--- config.mk ---
export PLATFORM = sky130hd
export DESIGN_NAME = tick_driven_clock_display_scanner
export DESIGN_NICKNAME = d
export VERILOG_FILES = /design/src/tdcs_pkg.sv /design/src/tdcs_core.sv /design/src/tick_driven_clock_display_scanner.sv
export VERILOG_INCLUDE_DIRS = /design/src /design/src/src
export SDC_FILE = /design/constraint.sdc
export NUM_CORES = 1
export LEC_CHECK = 0
export BUFFER_PORTS_ARGS = -buffer_cell sky130_fd_sc_hd__buf_4
export CAP_MARGIN = 20
export CORE_MARGIN = 2
export CORE_UTILIZATION = 57
export CTS_CLUSTER_SIZE = 14
export DETAILED_ROUTE_END_ITERATION = 7
export PLACE_DENSITY = 0.91
export SETUP_SLACK_MARGIN = 0.4
export SLEW_MARGIN = 20
export SYNTH_ARGS = -nofsm -noshare
export SYNTH_HDL_FRONTEND = slang
export SYNTH_SLANG_ARGS = --single-unit
--- constraint.sdc ---
create_clock -name clk_i -period 5.8 [get_ports clk_i]
set_input_delay 1.16 -clock clk_i [delete_from_list [all_inputs] [get_ports clk_i]]
set_output_delay 1.16 -clock clk_i [all_outputs]
set_load 0.01 [all_outputs]
--- src/tick_driven_clock_display_scanner_assert.svh ---
// ----------------------------------------------------------------------------
// Assertion macros for the clock display scanner
// Concurrent checks that compile away when SYNTHESIS is defined.
// ----------------------------------------------------------------------------
`ifndef TICK_DRIVEN_CLOCK_DISPLAY_SCANNER_ASSERT_SVH
`define TICK_DRIVEN_CLOCK_DISPLAY_SCANNER_ASSERT_SVH

`ifndef SYNTHESIS

// checked property, disabled while reset is asserted
`define TDCS_ASSERT(lbl, clk, rst_n, prop) \
  lbl: assert property (@(posedge clk) disable iff (!rst_n) prop) \
    else $error("tdcs assertion failed");

// checked property, also active during reset
`define TDCS_ASSERT_ALWAYS(lbl, clk, prop) \
  lbl: assert property (@(posedge clk) prop) \
    else $error("tdcs assertion failed");

`else

`define TDCS_ASSERT(lbl, clk, rst_n, prop)
`define TDCS_ASSERT_ALWAYS(lbl, clk, prop)

`endif

`endif

--- src/tdcs_pkg.sv ---
// ----------------------------------------------------------------------------
// tdcs_pkg
// Shared types, reset values and the seven-segment table of the scanner.
// ----------------------------------------------------------------------------
`timescale 1ns / 1ps
`default_nettype none

package tdcs_pkg;

  localparam int MatrixColumns = 8;
  localparam int DigitCount    = 4;
  localparam int ColW          = $clog2(MatrixColumns);
  localparam int SlotW         = $clog2(DigitCount);

  // register reset values
  localparam logic [63:0] IMAGE_RESET  = 64'd7378724120842091544;
  localparam logic [7:0]  SCAN_RESET   = 8'd5;
  localparam logic [7:0]  DIGIT_RESET  = 8'd25;
  localparam logic [15:0] SECOND_RESET = 16'd100;

  // clock state reset values and wrap limits
  localparam logic [4:0] HOUR_RESET   = 5'd15;
  localparam logic [5:0] MINUTE_RESET = 6'd8;
  localparam logic [5:0] SECOND_INIT  = 6'd50;
  localparam logic [5:0] MINUTE_WRAP  = 6'd60;
  localparam logic [5:0] SECOND_WRAP  = 6'd60;
  localparam logic [4:0] HOUR_WRAP    = 5'd24;

  // register map (index = byte address / 8)
  typedef enum logic [1:0] {
    REG_IMAGE  = 2'd0,
    REG_SCAN   = 2'd1,
    REG_DIGIT  = 2'd2,
    REG_SECOND = 2'd3
  } tdcs_reg_e;

  // active-low a..g patterns; codes above 9 show 0
  localparam logic [6:0] SEG_TABLE [16] = '{
    7'h40, 7'h79, 7'h24, 7'h30, 7'h19, 7'h12, 7'h02, 7'h78,
    7'h00, 7'h18, 7'h40, 7'h40, 7'h40, 7'h40, 7'h40, 7'h40
  };

  typedef struct packed {
    logic [63:0] image;
    logic [7:0]  scan_period;
    logic [7:0]  digit_period;
    logic [15:0] second_period;
  } tdcs_cfg_t;

  typedef struct packed {
    logic [7:0] column_enable_n;
    logic [7:0] row_drive_n;
    logic [3:0] digit_enable_n;
    logic [6:0] segments_n;
    logic       colon_dot;
    logic [4:0] hours_now;
    logic [5:0] minutes_now;
    logic [5:0] seconds_now;
  } tdcs_result_t;

endpackage

`default_nettype wire

--- src/tdcs_core.sv ---
// ----------------------------------------------------------------------------
// tdcs_core
// Tick dividers, scan counters, HH:MM:SS clock and display decode.
// ----------------------------------------------------------------------------
`timescale 1ns / 1ps
`default_nettype none

module tdcs_core
  import tdcs_pkg::*;
(
  input  wire logic         clk_i,
  input  wire logic         rst_ni,
  input  wire logic         step_i,     // a transaction is taken this cycle
  input  wire logic         advance_i,
  input  wire tdcs_cfg_t    cfg_i,
  output tdcs_result_t      res_o       // display after this transaction
);

  logic [7:0]      scan_left_q, scan_left_d;
  logic [7:0]      digit_left_q, digit_left_d;
  logic [15:0]     sec_left_q, sec_left_d;
  logic [ColW-1:0] col_q, col_d;
  logic [SlotW-1:0] slot_q, slot_d;
  logic [4:0]      hour_q, hour_d;
  logic [5:0]      min_q, min_d;
  logic [5:0]      sec_q, sec_d;
  logic            dot_q, dot_d;

  logic            tick;
  logic [5:0]      sec_inc, min_inc;
  logic [4:0]      hour_inc;

  // split a small value into decimal tens and units
  function automatic logic [7:0] dec_split(input logic [5:0] v);
    logic [3:0] tens;
    logic [5:0] units;
    begin
      if (v >= 6'd60)      tens = 4'd6;
      else if (v >= 6'd50) tens = 4'd5;
      else if (v >= 6'd40) tens = 4'd4;
      else if (v >= 6'd30) tens = 4'd3;
      else if (v >= 6'd20) tens = 4'd2;
      else if (v >= 6'd10) tens = 4'd1;
      else                 tens = 4'd0;
      units = v - 6'(tens) * 6'd10;
      dec_split = {tens, units[3:0]};
    end
  endfunction

  assign tick = step_i && advance_i;

  // next-state logic for dividers and the clock
  always_comb begin
    scan_left_d  = scan_left_q;
    digit_left_d = digit_left_q;
    sec_left_d   = sec_left_q;
    col_d        = col_q;
    slot_d       = slot_q;
    hour_d       = hour_q;
    min_d        = min_q;
    sec_d        = sec_q;
    dot_d        = dot_q;
    sec_inc      = sec_q + 6'd1;
    min_inc      = min_q;
    hour_inc     = hour_q;

    // clock increment with carries
    if (sec_inc >= SECOND_WRAP) begin
      sec_inc = 6'd0;
      min_inc = min_q + 6'd1;
    end
    if (min_inc >= MINUTE_WRAP) begin
      min_inc  = 6'd0;
      hour_inc = hour_q + 5'd1;
    end
    if (hour_inc >= HOUR_WRAP) begin
      hour_inc = 5'd0;
    end

    if (tick) begin
      if (scan_left_q <= 8'd1) begin
        scan_left_d = cfg_i.scan_period;
        col_d       = col_q + 1'b1;
      end else begin
        scan_left_d = scan_left_q - 8'd1;
      end

      if (digit_left_q <= 8'd1) begin
        digit_left_d = cfg_i.digit_period;
        slot_d       = slot_q + 1'b1;
      end else begin
        digit_left_d = digit_left_q - 8'd1;
      end

      if (sec_left_q <= 16'd1) begin
        sec_left_d = cfg_i.second_period;
        dot_d      = ~dot_q;
        sec_d      = sec_inc;
        min_d      = min_inc;
        hour_d     = hour_inc;
      end else begin
        sec_left_d = sec_left_q - 16'd1;
      end
    end
  end

  always_ff @(posedge clk_i or negedge rst_ni) begin
    if (!rst_ni) begin
      scan_left_q  <= SCAN_RESET;
      digit_left_q <= DIGIT_RESET;
      sec_left_q   <= SECOND_RESET;
      col_q        <= '0;
      slot_q       <= '0;
      hour_q       <= HOUR_RESET;
      min_q        <= MINUTE_RESET;
      sec_q        <= SECOND_INIT;
      dot_q        <= 1'b0;
    end else begin
      scan_left_q  <= scan_left_d;
      digit_left_q <= digit_left_d;
      sec_left_q   <= sec_left_d;
      col_q        <= col_d;
      slot_q       <= slot_d;
      hour_q       <= hour_d;
      min_q        <= min_d;
      sec_q        <= sec_d;
      dot_q        <= dot_d;
    end
  end

  // display decode from the updated state
  logic [7:0][7:0] img_rows;
  logic [7:0]      hour_bcd, min_bcd;
  logic [3:0]      digit_val;
  logic [7:0]      rows_n;

  assign img_rows = cfg_i.image;
  assign hour_bcd = dec_split({1'b0, hour_d});
  assign min_bcd  = dec_split(min_d);

  always_comb begin
    for (int i = 0; i < 8; i++) begin
      rows_n[i] = ~img_rows[i][col_d];
    end
  end

  always_comb begin
    case (slot_d)
      2'd0:    digit_val = hour_bcd[7:4];
      2'd1:    digit_val = hour_bcd[3:0];
      2'd2:    digit_val = min_bcd[7:4];
      default: digit_val = min_bcd[3:0];
    endcase
  end

  always_comb begin
    res_o.column_enable_n = ~(8'd1 << col_d);
    res_o.row_drive_n     = rows_n;
    res_o.digit_enable_n  = ~(4'd1 << slot_d);
    res_o.segments_n      = SEG_TABLE[digit_val];
    res_o.colon_dot       = dot_d;
    res_o.hours_now       = hour_d;
    res_o.minutes_now     = min_d;
    res_o.seconds_now     = sec_d;
  end

endmodule

`default_nettype wire

--- src/tick_driven_clock_display_scanner.sv ---
// ----------------------------------------------------------------------------
// tick_driven_clock_display_scanner
// LED matrix and four-digit clock display scanner driven by base ticks.
// ----------------------------------------------------------------------------
// Usage:
//  - Input stream: one transaction per cycle while s_axis_tready is high;
//    tdata bit 0 = advance. A 1 applies one base tick to the three
//    dividers, a 0 only re-presents the current display.
//  - Output stream: exactly one result per input transaction, in order.
//  - Each result is registered in the result register or the skid entry.
//  - Throughput: one transaction per cycle unless s_axis_tready is low;
//    the state update and decode sit in one combinational step between
//    the input handshake and the result register.
//  - Stall: a two-entry output buffer (result register plus skid entry)
//    keeps s_axis_tready high while one result waits; it drops only when
//    both entries are full.
//  - Reset: registers take their default values (5/25/100 tick periods,
//    clock 15:08:50, column and digit 0); both buffer entries empty.
//  - APB: 64-bit registers at 8*index; write only while the stream is idle.
// ----------------------------------------------------------------------------
`timescale 1ns / 1ps
`default_nettype none

`include "tick_driven_clock_display_scanner_assert.svh"

module tick_driven_clock_display_scanner
  import tdcs_pkg::*;
(
  input  wire logic        clk_i,
  input  wire logic        rst_ni,
  // input stream
  input  wire logic        s_axis_tvalid,
  output logic             s_axis_tready,
  input  wire logic [7:0]  s_axis_tdata,   // [0] advance, [7:1] zero
  // output stream
  output logic             m_axis_tvalid,
  input  wire logic        m_axis_tready,
  output logic [47:0]      m_axis_tdata,   // [7:0] column_enable_n,
                                           // [15:8] row_drive_n,
                                           // [19:16] digit_enable_n,
                                           // [26:20] segments_n,
                                           // [27] colon_dot,
                                           // [32:28] hours_now,
                                           // [38:33] minutes_now,
                                           // [44:39] seconds_now, [47:45] zero
  // configuration
  input  wire logic        psel,
  input  wire logic        penable,
  input  wire logic        pwrite,
  input  wire logic [4:0]  paddr,
  input  wire logic [63:0] pwdata,
  output logic [63:0]      prdata,
  output logic             pready
);

  tdcs_cfg_t    cfg_q;
  tdcs_result_t res_new;
  tdcs_result_t out_q, skid_q;
  logic         out_valid_q, skid_valid_q;
  logic         in_fire, out_fire, cfg_wr;
  tdcs_reg_e    reg_sel;

  assign pready  = 1'b1;
  assign reg_sel = tdcs_reg_e'(paddr[4:3]);
  assign cfg_wr  = psel && penable && pwrite && pready;

  // configuration registers
  always_ff @(posedge clk_i or negedge rst_ni) begin
    if (!rst_ni) begin
      cfg_q.image         <= IMAGE_RESET;
      cfg_q.scan_period   <= SCAN_RESET;
      cfg_q.digit_period  <= DIGIT_RESET;
      cfg_q.second_period <= SECOND_RESET;
    end else if (cfg_wr) begin
      case (reg_sel)
        REG_IMAGE:  cfg_q.image         <= pwdata;
        REG_SCAN:   cfg_q.scan_period   <= pwdata[7:0];
        REG_DIGIT:  cfg_q.digit_period  <= pwdata[7:0];
        REG_SECOND: cfg_q.second_period <= pwdata[15:0];
        default:    ;
      endcase
    end
  end

  // register readback
  always_comb begin
    case (reg_sel)
      REG_IMAGE:  prdata = cfg_q.image;
      REG_SCAN:   prdata = {56'd0, cfg_q.scan_period};
      REG_DIGIT:  prdata = {56'd0, cfg_q.digit_period};
      REG_SECOND: prdata = {48'd0, cfg_q.second_period};
      default:    prdata = '0;
    endcase
  end

  assign s_axis_tready = !skid_valid_q;
  assign in_fire       = s_axis_tvalid && s_axis_tready;
  assign out_fire      = out_valid_q && m_axis_tready;

  tdcs_core u_core (
    .clk_i     (clk_i),
    .rst_ni    (rst_ni),
    .step_i    (in_fire),
    .advance_i (s_axis_tdata[0]),
    .cfg_i     (cfg_q),
    .res_o     (res_new)
  );

  // result register with skid entry
  always_ff @(posedge clk_i or negedge rst_ni) begin
    if (!rst_ni) begin
      out_valid_q  <= 1'b0;
      skid_valid_q <= 1'b0;
    end else if (skid_valid_q) begin
      if (out_fire) begin
        skid_valid_q <= 1'b0;
      end
    end else if (in_fire) begin
      if (out_valid_q && !out_fire) begin
        skid_valid_q <= 1'b1;
      end else begin
        out_valid_q <= 1'b1;
      end
    end else if (out_fire) begin
      out_valid_q <= 1'b0;
    end
  end

  always_ff @(posedge clk_i) begin
    if (skid_valid_q) begin
      if (out_fire) begin
        out_q <= skid_q;
      end
    end else if (in_fire) begin
      if (out_valid_q && !out_fire) begin
        skid_q <= res_new;
      end else begin
        out_q <= res_new;
      end
    end
  end

  assign m_axis_tvalid = out_valid_q;
  assign m_axis_tdata  = {3'd0, out_q.seconds_now, out_q.minutes_now, out_q.hours_now,
                          out_q.colon_dot, out_q.segments_n, out_q.digit_enable_n,
                          out_q.row_drive_n, out_q.column_enable_n};

  // checks
  `TDCS_ASSERT_ALWAYS(a_skid_needs_out, clk_i, skid_valid_q |-> out_valid_q)
  `TDCS_ASSERT(a_take_fills_out, clk_i, rst_ni, in_fire && !out_valid_q |=> out_valid_q)
  `TDCS_ASSERT(a_onehot_scan, clk_i, rst_ni, m_axis_tvalid |-> ($onehot(~m_axis_tdata[7:0]) && $onehot(~m_axis_tdata[19:16])))
  `TDCS_ASSERT(a_time_range, clk_i, rst_ni, m_axis_tvalid |-> (m_axis_tdata[32:28] < 5'd24 && m_axis_tdata[38:33] < 6'd60 && m_axis_tdata[44:39] < 6'd60))

endmodule

`default_nettype wire

==> flow_metrics.py <==
metrics = {
    "run_status": {
        "run_status": "finished clean",
    },
    "critical_path": {
        "critical_path.most_common_cell": "sky130_fd_sc_hd__ha_1",
        "regToRegEndpoint": "m_axis_tdata[24]",
        "critical_path_end_type": "flip-flop",
        "regToRegSetupSlack_ns": 0.74,
        "critical_path.n_buffers_inverters": 1,
        "crit_type": "flip-flop to flip-flop",
        "crit_path_top_delay_cell": "sky130_fd_sc_hd__dfrtp_1",
        "launch_point_of_the_worst_path": "u_core.sec_q[0]",
        "timing.critical_path.required_ns": 6.09,
        "critical_path.startpoint_type": "flip-flop",
        "critical_path.max_fanout": 13,
        "path_cells": "ha_1 -> nand2b_1 -> o21ai_2 -> a41oi_4 -> o21a_2 -> a2111o_1 -> o211a_1 -> o311ai_1 -> o211ai_1 -> ha_1 -> and2_1 -> o21ai_0 -> a32oi_2 -> inv_1 -> ha_1 -> and2_1 -> o22ai_1 -> mux2_4 -> mux2_4",
        "cells_on_worst_reg2reg_path": 19,
        "worstReg2RegStart": "u_core.sec_q[0]",
        "crit_family": "compound AO/OA/AOI/OAI gates",
        "cpPeakStageDelay_ns": 0.42,
        "data_arrival_time_of_the_critical_path_ns": 5.35,
    },
    "route": {
        "wire_per_inst_um": 20.1,
        "wl_met3_um": 2350,
        "count_of_vias_placed_by_the_detailed_router": 9321,
        "detail_route.vias_per_cell": 6.06,
        "dr_wl_met2_um": 15100,
        "antenna_violating_nets_post_route": 0,
        "route.detailed.drc": 0,
        "detailedRoute.firstPassIterationCount": 7,
        "m1WireLength_um": 12600,
        "route.final.wire_length_um": 30800,
        "first_iter_violations": 817,
        "routed.top_layer": "met4",
    },
    "global_route": {
        "grt_pass1_vias": 9439,
        "grt_usage": 0.261,
        "wire_length_of_the_first_global_routing_pass_um": 49500,
        "maximum_number_of_pins_on_one_net_before_global_route_repair": 107,
        "grt_overflow_total": 0,
        "grt_antenna_before_repair": 1,
    },
    "sta": {
        "finalSetupViolations": 0,
        "worst_clock_skew_ns": 0.0137,
        "slew_headroom": 0.331,
        "final_max_slew_viol_count": 0,
        "final_cycle_share": 0.872,
        "layout_min_cycle_time_ns": 5.06,
        "rsz0062_at_grt": "no",
        "worstMarginPinSlew_ns": 1.00,
        "final-hold-violation-count": 0,
        "max_freq_ghz": 0.198,
        "totalNegativeSetupSlack_ns": 0,
    },
    "placement": {
        "place.port_buffers": 184,
        "final_weighted_congestion_of_routability_driven_global_placement": 0.912,
        "detailed_placement_hpwl_um": 21000,
        "dp_cells": 1486,
    },
    "min_path": {
        "worstHoldStart": "u_core.scan_left_q[2]",
        "hold_path.class": "flip-flop to flip-flop",
        "min_delay_path_depth": 2,
        "hold-path-endpoint": "u_core.scan_left_q[2]",
    },
    "yosys": {
        "synth.cell_area_sq_mm": 0.0125,
        "synth.yosys.warnings": 0,
        "syn_avg_cell_area_sq_um": 11.8,
        "asyncSetResetFlopFracSynth": 0.630,
        "yosys.area_share.adder": 0.0192,
        "synth.ff_latch_count": 243,
        "synth-xor-area-share": 0.00561,
        "synth-main-ff-cell": "sky130_fd_sc_hd__dfrtp_1",
        "synth_top_family_by_area": "multiplexers",
        "synth_simple_gate_area_share": 0.135,
        "synth.lib_cells_used.distinct": 88,
        "synth_enable_flop_cells": 90,
        "synth_compound_area_frac": 0.105,
        "synth_sequential_area_ratio": 0.528,
        "synthMuxAreaShare": 0.174,
        "synthCells": 1063,
    },
    "finish": {
        "area.sequential_sq_mm": 0.00660,
        "multi_input_area_sq_mm": 0.00559,
        "area_growth_syn_to_layout_pct": 20.6,
        "fillCellCount": 1487,
        "layout.nets": 1338,
        "layout.cells.non_filler": 1537,
        "post_route_cells_drive_above_1_share": 0.389,
    },
    "clocking": {
        "cts_tree": "built",
        "h-tree-depth": 1,
        "ctsLongestPathBuffers": 3,
        "cts.sinks": 243,
        "number_of_buffers_added_by_the_clock_tree_synthesis_step": 26,
        "latest_clock_arrival_within_the_worst_skew_pair_ns": 0.53,
        "cts_post_setup_buffers_inserted": 0,
        "cts.clk_slew.worst_paths_ns": 0.06,
        "clock_tree.root_cell": "sky130_fd_sc_hd__clkbuf_16",
    },
    "power": {
        "vdd_drop_max_uv": 280,
        "pwrdens_mw_per_mm2": 436,
        "total_leakage_power_uw": 0.00610,
    },
    "run": {
        "cap_viol_max_count": 0,
    },
    "die": {
        "num_io_pins": 199,
        "initial_utilization": 0.576,
        "placementRows": 54,
        "die_height_um": 152,
        "design.die.area_sq_mm": 0.0231,
        "dieWidth_um": 152,
        "design.core.area_sq_mm": 0.0217,
    },
}
[report_power, final]
group	internal [uW]	leakage (uW)	total, uW	switching [uW]
Combinational	973	0.00311	2130	1160
Clock	986	0.000416	1680	689
Sequential	2410	0.00257	2760	344
Total	4370	0.00610	6570	2190
[area by class of cell]
| type | count | area share |
|---|---|---|
| Inverter | 32 | 0.00830 |
| Timing Repair Buffer | 201 | 0.102 |
| Multi-Input combinational cell | 732 | 0.371 |
| Tap cell | 280 | 0.0232 |
| Sequential cell | 243 | 0.438 |
| Clock buffer | 32 | 0.0461 |
| Clock inverter | 16 | 0.0112 |
| Antenna cell | 1 | 0.000166 |
[worst max path at each step]
stage               depth (start not counted)               end
global route                               19  m_axis_tdata[24]
global placement                           19  m_axis_tdata[24]
CTS                                        19  m_axis_tdata[24]
detailed placement                         19  m_axis_tdata[24]
floorplan                                  17  m_axis_tdata[24]
finish                                     19  m_axis_tdata[24]
[layout by cell type, fill, tap and decap left out, types with 5 or more instances in the layout]
cell,count
sky130_fd_sc_hd__a211oi_1,7
sky130_fd_sc_hd__mux2i_1,37
sky130_fd_sc_hd__o22ai_1,5
sky130_fd_sc_hd__buf_4,198
sky130_fd_sc_hd__dfrtp_1,95
sky130_fd_sc_hd__inv_1,27
sky130_fd_sc_hd__a22oi_1,7
sky130_fd_sc_hd__a22o_1,8
sky130_fd_sc_hd__o21ai_0,56
sky130_fd_sc_hd__nor4_1,10
sky130_fd_sc_hd__clkbuf_16,27
sky130_fd_sc_hd__o31ai_1,12
sky130_fd_sc_hd__nor3_1,18
sky130_fd_sc_hd__clkbuf_1,5
sky130_fd_sc_hd__nand3_1,25
sky130_fd_sc_hd__mux4_2,16
sky130_fd_sc_hd__edfxtp_1,90
sky130_fd_sc_hd__ha_1,16
sky130_fd_sc_hd__dfstp_2,58
sky130_fd_sc_hd__a21oi_1,44
sky130_fd_sc_hd__mux2_2,124
sky130_fd_sc_hd__o41ai_1,5
sky130_fd_sc_hd__clkinv_2,5
sky130_fd_sc_hd__nand4_1,6
sky130_fd_sc_hd__nand2_1,96
sky130_fd_sc_hd__nor3_2,5
sky130_fd_sc_hd__and2_1,55
sky130_fd_sc_hd__or3_1,7
sky130_fd_sc_hd__nor2b_1,6
sky130_fd_sc_hd__nor2_1,50
sky130_fd_sc_hd__nand2b_1,9
[through the flow]
stage                     utilization  total power [uW]  hold slack [ns]  cell area, sq um  setup WS (ns)
after global routing            0.695              6890            0.528             15100          0.450
after detailed placement        0.651              4870            0.483             14100          0.328
after floorplan                     -              4100            0.454             12500          0.881
final                           0.695              6570            0.497             15100          0.741
after CTS                       0.691              6560            0.492             15000          0.455
after global placement          0.651              4740            0.474             14100          0.460
[worst reg2reg max path, stage by stage (launching register included)]
cell	delay [ns]
sky130_fd_sc_hd__dfrtp_1	0.42
sky130_fd_sc_hd__ha_1	0.28
sky130_fd_sc_hd__nand2b_1	0.18
sky130_fd_sc_hd__o21ai_2	0.27
sky130_fd_sc_hd__a41oi_4	0.26
sky130_fd_sc_hd__o21a_2	0.36
sky130_fd_sc_hd__a2111o_1	0.40
sky130_fd_sc_hd__o211a_1	0.19
sky130_fd_sc_hd__o311ai_1	0.37
sky130_fd_sc_hd__o211ai_1	0.15
sky130_fd_sc_hd__ha_1	0.30
sky130_fd_sc_hd__and2_1	0.15
sky130_fd_sc_hd__o21ai_0	0.25
sky130_fd_sc_hd__a32oi_2	0.18
sky130_fd_sc_hd__inv_1	0.15
sky130_fd_sc_hd__ha_1	0.18
sky130_fd_sc_hd__and2_1	0.12
sky130_fd_sc_hd__o22ai_1	0.06
sky130_fd_sc_hd__mux2_4	0.28
sky130_fd_sc_hd__mux2_4	0.26
[cells in the mapped netlist (all sizes together), types with 4 or more instances]
cell type | n | area (sq um)
nor2 | 51 | 191
mux2i | 39 | 394
nor2b | 6 | 37.5
nor3 | 23 | 135
buf | 18 | 114
a22oi | 7 | 52.6
edfxtp | 90 | 2700
and2 | 59 | 373
a211oi | 7 | 52.6
o31ai | 13 | 103
o21a | 5 | 37.5
clkbuf | 39 | 150
or2 | 5 | 33.8
o22ai | 5 | 31.3
inv | 29 | 109
nand3 | 25 | 125
nand4 | 6 | 37.5
a21oi | 46 | 230
or4 | 4 | 33.8
a31oi | 4 | 25.0
o41ai | 5 | 43.8
nand2b | 9 | 56.3
o211ai | 4 | 30.0
mux4 | 16 | 360
a211o | 4 | 35.0
nand2 | 99 | 384
o21ai | 58 | 294
mux2 | 126 | 1430
nor4 | 13 | 118
dfrtp | 95 | 2380
ha | 16 | 200
dfstp | 58 | 1520
xnor2 | 5 | 43.8
a22o | 10 | 90.1
or3 | 7 | 43.8
and3 | 6 | 40.0
[registers in the layout, summed over array words and instances (netlist names)]
name,cells
u_core.hour_q,5
u_core.col_q,3
skid_valid_q,1
u_core.dot_q,1
cfg_q,96
skid_q,45
u_core.digit_left_q,8
u_core.sec_q,6
m_axis_tvalid,1
m_axis_tdata,45
u_core.scan_left_q,8
u_core.sec_left_q,16
u_core.min_q,6
u_core.slot_q,2
[routing by layer]
metal  up-vias  GRT usage
li1       4252          -
met1      4606      0.343
met2       395      0.439
met3        68     0.0528
met4         0     0.0801
met5         -          0
[kinds of logic after synthesis]
group / Yosys count
buffers and inverters: 90
adders and majority gates: 18
other: 2
and+or+nand+nor: 323
AOI/OAI and AO/OA: 198
DFF: 243
muxes: 181
xor gates and xnor gates: 8
[timing repair]
item,in CTS,in global routing
gates resized for setup,1,9
hold buffers,0,0
endpoints found under the hold margin,0,0
endpoints found under the setup margin,1,9
Power figures use the tool's default switching activity.
